[config.mk]
export PLATFORM = sky130hd
export DESIGN_NAME = gaps_ram
export DESIGN_NICKNAME = d
export VERILOG_FILES = /design/src/grid_astar_path_search_unit_defines.svh /design/src/gaps_ram.sv
export SDC_FILE = /design/constraint.sdc
export NUM_CORES = 1
export LEC_CHECK = 0
export ABC_AREA = 1
export ABC_CLOCK_PERIOD_IN_PS = 800
export BUFFER_PORTS_ARGS = -buffer_cell sky130_fd_sc_hd__buf_2
export CAP_MARGIN = 15
export CORE_MARGIN = 2
export CORE_UTILIZATION = 45
export DETAILED_ROUTE_END_ITERATION = 16
export PLACE_DENSITY = 0.68
export SYNTH_ARGS = -nofsm -noshare
export SYNTH_HDL_FRONTEND = slang
export SYNTH_SLANG_ARGS = --single-unit
[constraint.sdc]
create_clock -name clk -period 0.8 [get_ports clk]
set_input_delay 0.08 -clock clk [delete_from_list [all_inputs] [get_ports clk]]
set_output_delay 0.08 -clock clk [all_outputs]
set_load 0.02 [all_outputs]
[src/grid_astar_path_search_unit_defines.svh]
// Assertion macros shared by the search unit.
// Each one checks on the rising edge of clk and is switched off while rst_n is low.
// The synthesis versions are empty.
`ifndef GRID_ASTAR_PATH_SEARCH_UNIT_DEFINES_SVH
`define GRID_ASTAR_PATH_SEARCH_UNIT_DEFINES_SVH

`ifndef SYNTHESIS
`define GAPS_ASSERT(lbl, prop, msg) \
  lbl: assert property (@(posedge clk) disable iff (!rst_n) prop) else $error(msg);
`define GAPS_ASSERT_NEVER(lbl, cond, msg) \
  lbl: assert property (@(posedge clk) disable iff (!rst_n) !(cond)) else $error(msg);
`else
`define GAPS_ASSERT(lbl, prop, msg)
`define GAPS_ASSERT_NEVER(lbl, cond, msg)
`endif

`endif

[src/gaps_ram.sv]
module gaps_ram #(
  parameter int WIDTH = 1,
  parameter int DEPTH = 16
) (
  input  logic                     clk,
  input  logic                     we,
  input  logic [$clog2(DEPTH)-1:0] waddr,
  input  logic [WIDTH-1:0]         wdata,
  input  logic [$clog2(DEPTH)-1:0] raddr,
  output logic [WIDTH-1:0]         rdata
);

  logic [WIDTH-1:0] mem [DEPTH];

  always_ff @(posedge clk) begin
    if (we) mem[waddr] <= wdata;
    rdata <= mem[raddr];
  end

endmodule

[Word-level counts from Yosys, hierarchy flattened]
Memory sizes are Yosys's and may differ from the RTL's. A register that Yosys moved wholly into a read port is not among the register bits.
Cells that the tools add are included.
Widths: inputs -> output; s select.
Word-level totals
  register bits after elaboration: 0
  memory bits (writable): 16
  input bits: 11
  output and inout bits: 1
  word-level logic and storage cells: 3
  memories: 1
Operators by class
  mux-type cells: 2
Memories
  mem: words 16, width 1, read ports 1, clocked after Yosys merged registers in 1, write ports 1, line gaps_ram.sv:13  | logic [WIDTH-1:0] mem [DEPTH];
Operators with widths (number)
  $mux 1: 2

[Longest topological paths before layout]
  depth after elaboration: 2
  gate-level depth with buffers: 8
  gate-level depth less buffers: 7

[Least setup slack after synthesis]
No wires, ideal clock.
  path type: register -> register
  from: memory mem[6]
  to: register rdata (read register of mem)
  arrival: 0.674 ns
  required time: 0.687 ns
  setup slack: 0.012 ns
  cell stages (with the launch flop): 7
  period minus slack after synthesis: 0.788 ns
  path through: edfxtp_1 -> inv_1 -> nand2_2 -> nand3_1 -> nand3_1 -> nand3_1 -> nand2_1
RTL lines
  from (decl): line gaps_ram.sv:13
  to (decl): line gaps_ram.sv:10  | output logic [WIDTH-1:0] rdata

==> flow_summary.toml <==
[status]
status = "complete, but fails checks"
violations = "negative setup slack"

[floorplanning]
rows = 15
die_h_um = 47.4
core-area_sq_mm = 0.00175
die_area_sq_mm = 0.00225
io_pins = 12
initial_core_util_pct = 48.5
fp.dieW_um = 47.4

[sta]
tightest_slew_ns = 0.226
fin_crit_sh_pct = 107
finalSetupViolCount = 2
fin_setup_tns_ns = -0.0585
hold_violations = 0
slew_headroom_pct = 84.8
fmax_ghz = 1.17
worst_slack_ns = -0.0554
grt_setup_unrepaired = "yes"
period_needed_ns = 0.855
fin_skew_ns = 0.00316
drv_slew = 0

[clock_network]
cts_tree = "done"
clock_latency_ns = 0.27
ctsRootBufferMaster = "clkbuf_4"
cts_made_buffers = 3
htree_levels = 1
clk_pin_slew_ns = 0.09
cts_max_path_buffers = 2
clock-sinks = 17

[placed_design]
hpwl_um = 1030
dp.cells = 131
place_congestion = 0.756
io_buffer_count = 11

[yosys]
ys_seq_area_share_pct = 59.1
synth_cell_types = 11
ys_warn_count = 0
netlist_instances = 96
synth_area_per_cell_sq_um = 8.82
synth_area_sq_um = 847
syn_nets = 107
synth_seq_cells = 17

[global_routing]
grt_max_degree = 17
antenna_found_initial = 0
grt_usage_pct = 14.3
grt_pass1_wl_um = 2130
first_global_vias = 557
grt_overflow = 0

[power]
p_leak_nw = 0.440
ir_drop_v = 0.00111
power-per-cell-area_mw_per_mm2 = 1660

[route]
wl_per_cell_um = 9.83
drc_errors = 0
viasPerCell = 4.64
wl_um = 1330
postRouteAntennaNets = 0
drtPass1Iterations = 4
drtIter0Drc = 11
vias = 626

[layout]
fin_cells = 135
antenna-diode-count = 0
fin_nets = 122
layout_common_cells = "24 x nand2_1, 18 x inv_1, 16 x edfxtp_1, 10 x nand3_1, 10 x buf_2"
syn2layout_area_growth_pct = 15.1
drive_above_1_share_pct = 21.8
mostFrequentLayoutCell = "nand2_1"

[worst_hold_path]
min_path_type = "input port to flip-flop"

[setup_path]
cp.arrival_ns = 1.04
path_class = "flip-flop to flip-flop"
r2r_slack_ns = -0.06
cp_max_fo = 1
end_kind = "flip-flop"
startpoint_type = "flip-flop"
cp_data_required_time_ns = 0.98

[job]
cap_viol_max_count = 0
==> critical path: stages (launching register included) <==
cell	delay, ns
edfxtp_1	0.39
inv_2	0.06
nand2_2	0.05
nand3_1	0.06
nand3_1	0.07
nand3_1	0.09
nand2_1	0.05
==> final cells by class <==
cell class / instances / area [sq um]
Fill cell: 165 / 771
Tap cell: 25 / 31.3
Timing Repair Buffer: 11 / 61.3
Sequential cell: 17 / 500
Inverter: 21 / 86.3
Multi-Input combinational cell: 57 / 269
Clock buffer: 4 / 26.3
==> synthesized netlist by cell type <==
library cell / number / area share (%)
buf_6: 1 / 1.3
dfxtp_1: 1 / 2.4
edfxtp_1: 16 / 57
inv_1: 19 / 8.4
inv_2: 1 / 0.44
inv_8: 1 / 1.3
nand2_1: 24 / 11
nand2_2: 3 / 2.2
nand3_1: 14 / 8.3
nor2_1: 8 / 3.5
nor3_1: 8 / 4.7
==> report_power, final <==
group          switching (mW)  internal, mW  leakage [nW]
Sequential            0.00678         0.994         0.153
Combinational           0.118        0.0678         0.272
Clock                   0.234         0.193        0.0150
==> registers in the layout, summed over array words and instances (netlist names) <==
name	flops
rdata	1
mem	16
==> path summary, 6_finish.rpt <==
path,startpoint,cells after the start,to
worst max register to register,mem[6]$_DFFE_PP_,6,rdata$_DFF_P_
worst max-delay path,mem[6]$_DFFE_PP_,6,rdata$_DFF_P_
worst min-delay path,raddr[3],3,rdata$_DFF_P_
worst min register to register,mem[3]$_DFFE_PP_,6,rdata$_DFF_P_
==> through the flow <==
step	util [%]	instance area (sq um)	worst slack, ns	hold WS [ns]	power, mW
after floorplan	-	847	0.0124	0.179	1.13
after global routing	55.8	975	-0.123	0.0471	1.68
after global placement	52.8	922	-0.0966	0.323	1.19
after CTS	54.7	955	-0.0495	0.0337	1.62
final	55.8	975	-0.0554	0.0396	1.61
after detailed placement	52.8	922	-0.106	0.319	1.19
==> cells by family (layout without fill, tap and decap cells) <==
family,count (synthesis),count (layout),share of synthesized area (%)
flip-flops,17,17,59.1
buffers and inverters,22,36,11.5
AND/OR/NAND/NOR,57,57,29.4
==> repair_timing <==
action / CTS / global route
pin swaps: 6 / 4
gates resized for setup: 2 / 5
endpoints found under the setup margin: 2 / 2
hold buffers: 0 / 0
setup buffers: 0 / 0
==> per-layer routing <==
metal | track usage, % | vias up | share of wire, % | wire length, um
met1 | 18.2 | 274 | 46 | 612
met2 | 22.2 | 17 | 48 | 631
li1 | - | 333 | - | -
met3 | 3.46 | 2 | 4.2 | 56
met5 | 0 | - | 0 | 0
met4 | 8.33 | 0 | 2.0 | 27
Note: power is estimated with default switching activity, not from simulation.
